==> src/rtl/nmc_pkg.sv <==
// shared constants, codes and controller/datapath interface types
`default_nettype none
package nmc_pkg;
	localparam int KERNEL_SIZE = 3;
	localparam int MAX_SIZE    = 256;
	localparam int CENTRE      = (KERNEL_SIZE - 1) / 2;
	localparam int BACK        = KERNEL_SIZE - 1 - CENTRE;
	localparam int LINE_SLOTS  = 2 * KERNEL_SIZE;
	localparam int TAPS        = KERNEL_SIZE * KERNEL_SIZE;
	localparam int DEPTH       = LINE_SLOTS * MAX_SIZE;

	localparam int SAMPLE_W  = 16;
	localparam int WEIGHT_W  = 8;
	localparam int POS_W     = $clog2(MAX_SIZE + 1);
	localparam int SLOT_W    = $clog2(LINE_SLOTS);
	localparam int ADDR_W    = $clog2(DEPTH);
	localparam int TAP_W     = $clog2(TAPS + 1);
	localparam int KIDX_W    = $clog2(KERNEL_SIZE + 1);
	localparam int WSUM_W    = WEIGHT_W + $clog2(TAPS) + 1;
	localparam int ACC_W     = SAMPLE_W + WEIGHT_W + $clog2(TAPS) + 1;
	localparam int CNT_W     = $clog2(MAX_SIZE * MAX_SIZE + 1);
	localparam int DIVC_W    = $clog2(ACC_W + 1);
	localparam int CFG_IDX_W = 3;
	localparam int CFG_W     = 64;
	localparam int SIZE_W    = 9;
	localparam int COEF_WORDS = 4;

	localparam logic [CFG_IDX_W-1:0] REG_COEF0 = 3'd0;
	localparam logic [CFG_IDX_W-1:0] REG_COEF1 = 3'd1;
	localparam logic [CFG_IDX_W-1:0] REG_COEF2 = 3'd2;
	localparam logic [CFG_IDX_W-1:0] REG_COEF3 = 3'd3;
	localparam logic [CFG_IDX_W-1:0] REG_MODE  = 3'd4;
	localparam logic [CFG_IDX_W-1:0] REG_LOWER = 3'd5;
	localparam logic [CFG_IDX_W-1:0] REG_UPPER = 3'd6;
	localparam logic [CFG_IDX_W-1:0] REG_SIZE  = 3'd7;

	localparam logic [1:0] MODE_ZERO = 2'd1;
	localparam logic [1:0] MODE_PASS = 2'd2;

	localparam logic OP_SAMPLE = 1'b0;

	typedef enum logic [2:0] {
		ST_IDLE,
		ST_CTR_RD,
		ST_CTR_CHK,
		ST_TAP_RD,
		ST_TAP_ACC,
		ST_DIV_INIT,
		ST_DIV,
		ST_HOLD
	} state_t;

	typedef struct packed {
		logic accept;
		logic rd_ctr;
		logic chk_ctr;
		logic tap_rd;
		logic tap_acc;
		logic div_start;
		logic div_step;
		logic load_out;
	} cmd_t;

	typedef struct packed {
		logic emit_req;
		logic skip;
		logic tap_last;
		logic div_last;
		logic out_free;
	} stat_t;
endpackage
`default_nettype wire

==> src/rtl/nmc_ctrl.sv <==
// sequencing state machine for one beat
`default_nettype none
module nmc_ctrl (
	input  wire logic           clk,
	input  wire logic           arst_n,
	input  wire logic           in_valid,
	output logic                in_ready,
	input  wire nmc_pkg::stat_t stat,
	output nmc_pkg::cmd_t       cmd
);
	import nmc_pkg::*;

	state_t state_q, state_d;

	always_ff @(posedge clk or negedge arst_n) begin
		if (!arst_n) begin
			state_q <= ST_IDLE;
		end else begin
			state_q <= state_d;
		end
	end

	always_comb begin
		state_d  = state_q;
		cmd      = '0;
		in_ready = 1'b0;
		case (state_q)
			ST_IDLE: begin
				in_ready = 1'b1;
				if (in_valid) begin
					cmd.accept = 1'b1;
					if (stat.emit_req) state_d = ST_CTR_RD;
				end
			end
			ST_CTR_RD: begin
				cmd.rd_ctr = 1'b1;
				state_d    = ST_CTR_CHK;
			end
			ST_CTR_CHK: begin
				cmd.chk_ctr = 1'b1;
				state_d     = stat.skip ? ST_HOLD : ST_TAP_RD;
			end
			ST_TAP_RD: begin
				cmd.tap_rd = 1'b1;
				state_d    = ST_TAP_ACC;
			end
			ST_TAP_ACC: begin
				cmd.tap_acc = 1'b1;
				state_d     = stat.tap_last ? ST_DIV_INIT : ST_TAP_RD;
			end
			ST_DIV_INIT: begin
				cmd.div_start = 1'b1;
				state_d       = ST_DIV;
			end
			ST_DIV: begin
				cmd.div_step = 1'b1;
				if (stat.div_last) state_d = ST_HOLD;
			end
			ST_HOLD: begin
				if (stat.out_free) begin
					cmd.load_out = 1'b1;
					state_d      = ST_IDLE;
				end
			end
			default: state_d = ST_IDLE;
		endcase
	end
endmodule
`default_nettype wire

==> config.mk <==
export PLATFORM = sky130hd
export DESIGN_NAME = nmc_ctrl
export DESIGN_NICKNAME = d
export VERILOG_FILES = /design/src/rtl/nmc_pkg.sv /design/src/rtl/nmc_ctrl.sv
export SDC_FILE = /design/constraint.sdc
export NUM_CORES = 1
export LEC_CHECK = 0
export ABC_AREA = 0
export ABC_CLOCK_PERIOD_IN_PS = 980
export BUFFER_PORTS_ARGS = -buffer_cell sky130_fd_sc_hd__buf_2
export CORE_AREA = 2 2 39 41
export CTS_BUF_LIST = sky130_fd_sc_hd__clkbuf_8
export CTS_CLUSTER_SIZE = 30
export DETAILED_ROUTE_END_ITERATION = 12
export DIE_AREA = 0 0 41 43
export PLACE_DENSITY = 0.43
export SLEW_MARGIN = 10
export SYNTH_ARGS = -nofsm -noshare
export SYNTH_HDL_FRONTEND = slang
export SYNTH_SLANG_ARGS = --single-unit
==> constraint.sdc <==
create_clock -name clk -period 0.98 [get_ports clk]
set_input_delay 0.196 -clock clk [delete_from_list [all_inputs] [get_ports clk]]
set_output_delay 0.196 -clock clk [all_outputs]
set_load 0.01 [all_outputs]
==> results.md, run 1 <==
- Outcome: finished with violations
- Failing checks: negative setup slack
- Worst Path Buf+Inv: 1
- Gate Count Post-Synth: 28
- Largest Register: state_q
- Pwr Total: 2.21 mW
- DRT Wirelength: 918 um
- Yosys cell types: 18
- Die X: 41 um
- Global-route track usage on met1: 12.0%
- Post-DP HPWL: around 570 um
- Worst R2R Path Depth: 5
- Placed Area: approximately 470 sq um
- R2r startpoint: state_q[1]
- Post-synthesis net count: 36
- Area of the multi-input gates: roughly 250 sq um
- 1st-iter DRT viols: 1
- Commonest non-fill, non-tap cell in the layout: buf_2
- Rows: 14
- Post-route antenna net violation count: 0
- Leading registers by flop count: state_q (3)
- Startpoint types: flip-flop
- WP data arrival: 1.13 ns
- Most frequent cells in the layout: 15 x buf_2, 11 x buf_6, 8 x buf_4
- # H-tree levels: 1
- Number of global-route vias before repair: 371
- TritonCTS clock tree: done
- Sequential share of the synthesized area: 27.0%
- Setup slack after layout: -0.343 ns
- CP required: 0.78 ns
- RSZ-0062 raised after global routing: yes
- RR Endpoint: state_q[2]
- Synth Cell Area: approximately 280 sq um
- Cell-by-cell listing of the critical path: nor3_4 > and2_4 > buf_6
- Die Y: 43 um
- CP delay by family, top: flip-flops
- NumNets Final: between 70 and 80
- Root Driver: clkbuf_8
- Number of flip-flops in the largest register: 3
- Max-Cap Viols: 0
- Yosys Warn Count: 0
- Fin crit period: 1.32 ns
- Hold WS: 0.310 ns
- Worst slew pin tran: 0.263 ns
- Vias per std cell: 4.36
- Starting Density: about 20%
- Seq. cell area: 77.6 sq um
- Slew HR: roughly 82%
- Final worst-path cycle share: 135%
- Mean post-synth cell area: about 10 sq um
- Peak supply drop: 1.45 mV
- Core box area: 1380 sq um
- Met3 GRT Util: about 1.6%
- DRC violations left: 0
- Pre-antenna DRT Iters: 3
- # diodes: 0
- Port Buffer Count: 16
- Clock Pin Slew Worst Setup and Hold Paths: 0.03 ns
- Met2 GRT Util: 21.9%
- WL/cell: 11.5 um
- PD cells: 3300 nW/um^2
- Peak Freq: 0.756 GHz
- Max Clock Skew: between 0.001 and 0.0015 ns
- Share of post-route cells with drive strength above 1: 87.5%
- Total track usage: 12.0%
- Clk sink count: 3
- Total gr overflow: 0
- Placer Congestion: 0.645
- Setup TNS: -3.26 ns
- Boundary pin count: 17
- Post-Place Cells: 66
- First-pass GRT wire length: 1.43 mm
- CP Capture Type: primary output
- Clock tree buffer depth: 2
- Crit path largest cell delay: between 0.4 and 0.5 ns
- Vias: approximately 350
- Final Instance Area: 669 sq um
- Fill count: between 100 and 150
- Synth-to-layout area growth: 141%
- CTS Buf Count: 3
- R2r setup slk: -0.24 ns
- Largest net degree at the start of global routing: 8
- Hold Crit Class: in2async
- CP max FO: 6
- Final setup viols: 12
- Slew Limit Fails: 0
- Final Hold Fails: 0
- Static Leakage: 0.324 nW
- Yosys reg bits: 3
- Worst-skew pair later-pin latency: around 0.21 ns
- Initial antenna violation count: 0
- Post-Layout Cell Count: 80
- Die area: approximately 1800 sq um
- Setup CP Type: reg2out
- Slowest cell on the critical path: dfrtp_2
- Gr busiest metal: met2
metal layers:
| layer | vias up | share of wire (%) |
|---|---|---|
| met5 | - | 0 |
| met4 | 0 | 0 |
| met3 | 0 | 6.4 |
| met2 | 12 | 56 |
| met1 | 164 | 37 |
| li1 | 173 | - |
per-stage QoR:
step	util, %	setup slack, ns
floorplan	-	-0.0645
global placement	34.0	-0.192
detailed placement	34.0	-0.218
CTS	47.1	-0.343
global route	48.4	-0.385
finish	48.4	-0.343
cells in the mapped netlist:
cell type  n  area, sq um
dfrtp_1    3         75.1
and4_1     1         8.76
nor2b_1    1         6.26
and3_1     1         6.26
o22ai_2    1         12.5
nand3b_4   1         20.0
a2bb2oi_1  1         8.76
a211oi_1   1         7.51
nor3_1     2         10.0
nor2_1     3         11.3
nor3b_1    3         22.5
and2_1     1         6.26
nand2_1    1         3.75
buf_6      3         33.8
inv_1      1         3.75
nand2b_1   1         6.26
nor4bb_1   1         10.0
a211oi_2   2         25.0
logic make-up (layout without fill, tap and decap cells):
logic type | after synthesis | count (layout) | synth area share, %
AO/OA/AOI/OAI | 5 | 5 | 19.4
buffers and inverters | 4 | 40 | 13.5
flip-flops | 3 | 3 | 27.0
AND/OR/NAND/NOR | 16 | 16 | 40.1
worst reg2reg max path: stages, from the launching register on:
cell	delay (ns)
dfrtp_2	0.46
buf_6	0.16
buf_4	0.14
buf_4	0.13
o22ai_2	0.14
a211oi_2	0.08
layout make-up:
type,instances,share of cell area [%]
timing repair buffer,35,40.2
multi-input combinational,21,37.9
sequential,3,11.6
clock buffer,3,6.17
tap,16,2.99
clock inverter,1,0.561
inverter,1,0.561
how the worst max path moves through the flow:
stage          cells after the start  slack [ns]        from     end
2_1_floorplan                      2       -0.06  state_q[2]  cmd[7]
3_3_place_gp                       2       -0.19  state_q[2]  cmd[0]
3_5_place_dp                       3       -0.22  state_q[2]  cmd[7]
4_1_cts                            3       -0.34  state_q[1]  cmd[6]
5_1_grt                            4       -0.39  state_q[0]  cmd[7]
6_report                           3       -0.34  state_q[2]  cmd[7]
repair_timing:
item,CTS,global route
resized for setup,18,4
endpoints found under the setup margin,12,12
hold buffers,1,0
endpoints found under the hold margin,3,0
pin swaps,7,3
buffers inserted,10,0
where the power goes:
part	switching (mW)	internal, mW
Clock	0.0775	0.266
Sequential	0.119	0.194
Combinational	0.630	0.926
Total	0.826	1.39
(Power assumes the default switching activity.)
==> inputs of run 2 (changes only) <==
GPL_TIMING_DRIVEN = 0   (was not set)
==> run 2 against run 1 <==
Effect of this change: highest routed layer unchanged; critical path type unchanged; largest cell class is now multi-input combinational cells; first-iteration DRC count increased by 100%; critical path depth unchanged; register-to-register slack got worse by 0.08 ns; the run still ends with negative setup slack left.
==> results.md, run 2 (synthesis results as in run 1) <==
- First-pass GRT wire length: 1.28 mm (was 1.43 mm)
- Pre-antenna DRT Iters: 3 (unchanged)
- Final worst-path cycle share: 135% (about the same)
- # H-tree levels: 1 (unchanged)
- Hold Crit Class: in2reg (was in2async)
- TritonCTS clock tree: done (unchanged)
- Vias: 311 (was 349)
- Core box area: 1380 sq um (unchanged)
- Largest Register: state_q (unchanged)
- Die area: 1760 sq um (unchanged)
- PD cells: 3270 nW/um^2 (was 3300 nW/um^2)
- Peak supply drop: 1.49 mV (was 1.45 mV)
- DRC violations left: 0 (unchanged)
- 1st-iter DRT viols: 2 (was 1)
- Final Hold Fails: 0 (unchanged)
- Max-Cap Viols: 0 (unchanged)
- WL/cell: 12.1 um (was 11.5 um)
- Peak Freq: 0.758 GHz (was 0.756 GHz)
- CP delay by family, top: flip-flops (unchanged)
- RSZ-0062 raised after global routing: yes (unchanged)
- P_sw: 756 uW (was 826 uW)
- Cell-by-cell listing of the critical path: buf_8 > nor3b_4 > buf_2 (was nor3_4 > and2_4 > buf_6)
- # diodes: 0 (unchanged)
- Starting Density: 20.1% (unchanged)
- Comb pwr share: 67.8% (was 70.3%)
- Post-Place Cells: 60 (was 66)
- Die Y: 43 um (unchanged)
- Number of global-route vias before repair: 298 (was 371)
- Die X: 41 um (unchanged)
- Clk pwr share: 17.4% (was 15.5%)
- Area of the multi-input gates: 239 sq um (was 254 sq um)
- Worst Path Buf+Inv: 2 (was 1)
- CTS Buf Count: 3 (unchanged)
- DRT Wirelength: 880 um (was 918 um)
- Clk sink count: 3 (unchanged)
- Part of the power in registers: 14.9% (was 14.1%)
- Boundary pin count: 17 (unchanged)
- Worst-skew pair later-pin latency: 0.21 ns (about the same)
- Number of flip-flops in the largest register: 3 (unchanged)
- Slew HR: 81.9% (was 82.2%)
- Pwr Total: 1.99 mW (was 2.21 mW)
- Share of post-route cells with drive strength above 1: 84.2% (was 87.5%)
- CP Capture Type: primary output (unchanged)
- Root Driver: clkbuf_8 (unchanged)
- CP max FO: 6 (unchanged)
- Port Buffer Count: 16 (unchanged)
- Cell Int Power: 1.23 mW (was 1.39 mW)
- Outcome: finished with violations (unchanged)
- Slowest cell on the critical path: dfrtp_2 (unchanged)
- Final setup viols: 12 (unchanged)
- Setup slack after layout: -0.340 ns (was -0.343 ns)
- Post-Layout Cell Count: 73 (was 80)
- Rows: 14 (unchanged)
- Initial antenna violation count: 0 (unchanged)
- Fill count: 148 (was 137)
- Crit path largest cell delay: 0.46 ns (about the same)
- Net switching fraction of the power: 38.1% (was 37.4%)
- Fin crit period: 1.32 ns (about the same)
- Setup CP Type: reg2out (unchanged)
- Post-route antenna net violation count: 0 (unchanged)
- Final Core Density: 43.9% (was 48.4%)
- Slew Limit Fails: 0 (unchanged)
- CP required: 0.78 ns (about the same)
- Largest net degree at the start of global routing: 11 (was 8)
- Clock tree buffer depth: 2 (unchanged)
- Clock Pin Slew Worst Setup and Hold Paths: 0.03 ns (about the same)
- Commonest non-fill, non-tap cell in the layout: buf_2 (unchanged)
- Worst slew pin tran: 0.268 ns (was 0.263 ns)
- Total track usage: 11.5% (was 12.0%)
- Placer Congestion: 0.640 (was 0.645)
- Static Leakage: 0.292 nW (was 0.324 nW)
- Failing checks: negative setup slack (unchanged)
- Vias per std cell: 4.26 (was 4.36)
- WP data arrival: 1.12 ns (was 1.13 ns)
- Max Clock Skew: 0.000561 ns (was 0.00114 ns)
- Startpoint types: flip-flop (unchanged)
- NumNets Final: 66 (was 73)
- Total gr overflow: 0 (unchanged)
- Leading registers by flop count: state_q (3) (unchanged)
- Seq. cell area: 77.6 sq um (unchanged)
- Most frequent cells in the layout: 15 x buf_2, 5 x buf_4, 4 x buf_6 (was 15 x buf_2, 11 x buf_6, 8 x buf_4)
- Synth-to-layout area growth: 119% (was 141%)
-- run 2: cell types whose count changed in the layout (fill, tap and decap cells not counted) --
cell / change
nor2_1: +1
buf_6: -7
a211oi_4: -1
a211oi_2: +1
buf_8: +2
nor2_2: -1
nand2_4: -1
nand2_2: +1
buf_4: -3
clkbuf_16: +1
-- run 2: cell type report --
type / instances / area share (%)
buffer: 3 / 6.79
clock buffer: 3 / 6.79
clock inverter: 1 / 0.617
inverter: 1 / 0.617
multi-input combinational: 21 / 39.3
sequential: 3 / 12.8
tap: 16 / 3.29
timing repair buffer: 25 / 29.8
-- run 2: power groups by stage --
stage          logic, mW  registers, mW  clock network, mW
5_1_grt             1.44          0.310              0.378
4_1_cts             1.16          0.282              0.355
6_report            1.35          0.295              0.345
3_3_place_gp       0.927          0.277                  0
2_1_floorplan      0.742          0.260                  0
3_5_place_dp       0.945          0.280                  0
-- run 2: layer usage --
layer	GRT usage (%)	vias up	wire length [um]
met5	0	-	0
met4	6.00	0	0
met3	6.28	0	70
met2	15.9	14	421
met1	13.6	135	389
li1	-	162	-
-- run 2: what timing repair did --
item	in CTS	in global routing
gates resized for setup	7	4
endpoints found under the hold margin	3	0
hold buffers	1	0
setup endpoints to repair	11	12
buffers inserted	5	2
gates cloned	0	1
-- run 2: worst paths after layout --
kind,start,endpoint,slack (ns),cells after the start
worst max-delay path,state_q[1],cmd[3],-0.34,3
worst min-delay path,stat[1],state_q[0],0.29,3
worst max register to register,state_q[1],state_q[0],-0.32,5
worst min register to register,state_q[0],state_q[2],0.72,3
max in group asynchronous,arst_n,state_q[2],0.56,2
min in group asynchronous,arst_n,state_q[0],0.30,2
-- run 2: per-stage QoR --
step / hold slack [ns] / area, sq um / worst slack [ns] / setup TNS [ns]
after floorplan: -0.0996 / 337 / -0.0645 / -0.223
after global placement: -0.00857 / 437 / -0.175 / -1.13
after detailed placement: -0.00567 / 437 / -0.211 / -1.42
after CTS: 0.290 / 551 / -0.340 / -3.11
after global routing: 0.304 / 608 / -0.408 / -3.88
final: 0.293 / 608 / -0.340 / -3.29
-- run 2: worst min-delay path: cells and delay by family --
kind            cells  cell delay (ns)
simple gates        1             0.04
compound gates      1             0.13
buf+inv             1             0.08
==> inputs of run 3 (changes only) <==
ABC_CLOCK_PERIOD_IN_PS = 1410   (was 980)
PLACE_DENSITY = 0.42   (was 0.43)
clock period = 1.41 ns   (was 0.98 ns; I/O delays follow)
==> run 3 against run 2 <==
Effect of this change: the flow now finishes without violations; combinational power fell by 51%; hold slack improved by 0.069 ns; final cell count down 6.8%; global-route usage down 2.9 points; clock power decreased by 31%; sequential share of layout area rose by 3.0 points; critical path depth is the same; power fell by 45%; non-clock buffer count down 5; wire length decreased by 15%.
==> results.md, run 3 (synthesis results as in run 1) <==
- Outcome: finished clean (was finished with violations)
- RR Endpoint: state_q[0] (unchanged)
- TritonCTS clock tree: done (unchanged)
- Post-DP HPWL: 501 um
- Number of flip-flops in the largest register: 3 (unchanged)
- Placer Congestion: 0.612 (was 0.640)
- Peak supply drop: 0.848 mV (was 1.49 mV)
- Met3 GRT Util: 1.57% (was 6.28%)
- Setup slack after layout: 0.0147 ns (was -0.340 ns)
- Static Leakage: 0.245 nW (was 0.292 nW)
- Worst slew pin tran: 0.318 ns (was 0.268 ns)
- Port Buffer Count: 16 (unchanged)
- CP Capture Type: primary output (unchanged)
- Max-Cap Viols: 0 (unchanged)
- Leading registers by flop count: state_q (3) (unchanged)
- CP required: 1.13 ns (was 0.78 ns)
- DRC violations left: 0 (unchanged)
- # H-tree levels: 1 (unchanged)
- RSZ-0062 raised after global routing: yes (unchanged)
- Vias: 293 (was 311)
- Rows: 14 (unchanged)
- Initial antenna violation count: 0 (unchanged)
- Starting Density: 20.1% (unchanged)
- PD cells: 2220 nW/um^2 (was 3270 nW/um^2)
- Die X: 41 um (unchanged)
- Largest net degree at the start of global routing: 11 (unchanged)
- Peak Freq: 0.717 GHz
- Met2 GRT Util: 11.6% (was 15.9%)
- DRT Wirelength: 748 um (was 880 um)
- Clock Pin Slew Worst Setup and Hold Paths: 0.03 ns (about the same)
- R2r startpoint: state_q[1] (unchanged)
- Global-route track usage on met1: 11.6% (was 13.6%)
- 1st-iter DRT viols: 1 (was 2)
- Startpoint types: flip-flop (unchanged)
- HP Start: stat[2] (was stat[1])
- Final setup viols: 0 (was 12)
- Root Driver: clkbuf_8 (unchanged)
- Synth-to-layout area growth: 77.0% (was 119%)
- Vias per std cell: 4.31 (was 4.26)
- Core box area: 1380 sq um (unchanged)
- Number of global-route vias before repair: 271 (was 298)
- Worst R2R Path Depth: 4 (was 5)
- Final worst-path cycle share: 99.0%
- Largest Register: state_q (unchanged)
- Hold EP: state_q[1] (was state_q[0])
- # diodes: 0 (unchanged)
- Worst slack, placed: 0.139 ns (was -0.211 ns)
- CP max FO: 4 (was 6)
- Slew HR: 78.5% (was 81.9%)
- Total track usage: 8.53% (was 11.5%)
- Setup CP Type: reg2out (unchanged)
- Die Y: 43 um (unchanged)
- Total gr overflow: 0 (unchanged)
- Clock tree buffer depth: 2 (unchanged)
- Post-route antenna net violation count: 0 (unchanged)
- WL/cell: 11.0 um (was 12.1 um)
- Hold Crit Class: in2reg (unchanged)
- WP data arrival: 1.11 ns (was 1.12 ns)
- First-pass GRT wire length: 1.03 mm (was 1.28 mm)
- CTS Buf Count: 3 (unchanged)
- Slew Limit Fails: 0 (unchanged)
- Final Hold Fails: 0 (unchanged)
- R2r setup slk: 0.21 ns (was -0.32 ns)
- Boundary pin count: 17 (unchanged)
- NumNets Final: 61 (was 66)
- Share of post-route cells with drive strength above 1: 73.1% (was 84.2%)
- Worst-skew pair later-pin latency: 0.21 ns (about the same)
- Die area: 1760 sq um (unchanged)
- Gr busiest metal: met1 (was met2)
- Fin crit period: 1.40 ns
- Commonest non-fill, non-tap cell in the layout: buf_2 (unchanged)
- Max Clock Skew: 0.000196 ns (was 0.000561 ns)
- Min-Delay Path Depth: 3 (unchanged)
- Hold WS: 0.362 ns (was 0.293 ns)
- Clk sink count: 3 (unchanged)
- Pre-antenna DRT Iters: 2 (was 3)
[run 3: cell types whose count changed in the layout (fill, tap and decap cells not counted), sizes merged]
cell,delta
buf,-4
clkbuf,-1
[run 3: repair_timing]
item | in CTS | in global routing
hold buffers | 1 | 0
gates resized for setup | 3 | 7
pin swaps | 0 | 1
setup buffers | 1 | 2
endpoints found under the hold margin | 3 | 0
endpoints found under the setup margin | 5 | 6
[run 3: worst max-delay path, cell delays in order (launching register included)]
cell	delay [ns]
dfrtp_2	0.43
buf_4	0.16
and4_4	0.18
buf_2	0.13
[run 3: how the worst max path moves through the flow]
stage | startpoint | to | slack [ns] | cells past startpoint
after global routing | state_q[1] | cmd[2] | -0.02 | 3
final | state_q[2] | cmd[0] | 0.01 | 3
after global placement | state_q[0] | cmd[7] | 0.17 | 4
after floorplan | state_q[0] | cmd[7] | 0.07 | 3
after CTS | state_q[0] | cmd[7] | -0.03 | 4
after detailed placement | state_q[0] | cmd[7] | 0.14 | 4
[run 3: layer usage]
metal / wire [um] / part of all wire, %
met4: 0 / 0
met3: 43 / 5.7
met1: 334 / 45
met5: 0 / 0
met2: 370 / 49
[run 3: through the flow]
stage,total power [mW],TNS [ns],utilization (%),cells,cell area (sq um)
2_1_floorplan,0.574,0,-,28,278
3_3_place_gp,0.734,0,27.3,60,378
3_5_place_dp,0.719,0,27.3,60,378
4_1_cts,1.00,-0.0343,32.4,66,448
5_1_grt,1.17,-0.0628,35.5,68,492
6_report,1.09,0,35.5,68,492
[run 3: area by class of cell]
cell class | count | area [sq um]
Fill cell | 152 | 892
Multi-Input combinational cell | 21 | 199
Timing Repair Buffer | 20 | 113
Sequential cell | 3 | 77.6
Clock buffer | 3 | 41.3
Buffer | 3 | 33.8
Tap cell | 16 | 20.0
Clock inverter | 1 | 3.75
Inverter | 1 | 3.75
[run 3: power by group]
part | internal [mW] | switching (mW) | total, mW
logic | 0.341 | 0.327 | 0.667
clock network | 0.185 | 0.0519 | 0.237
registers | 0.134 | 0.0529 | 0.187
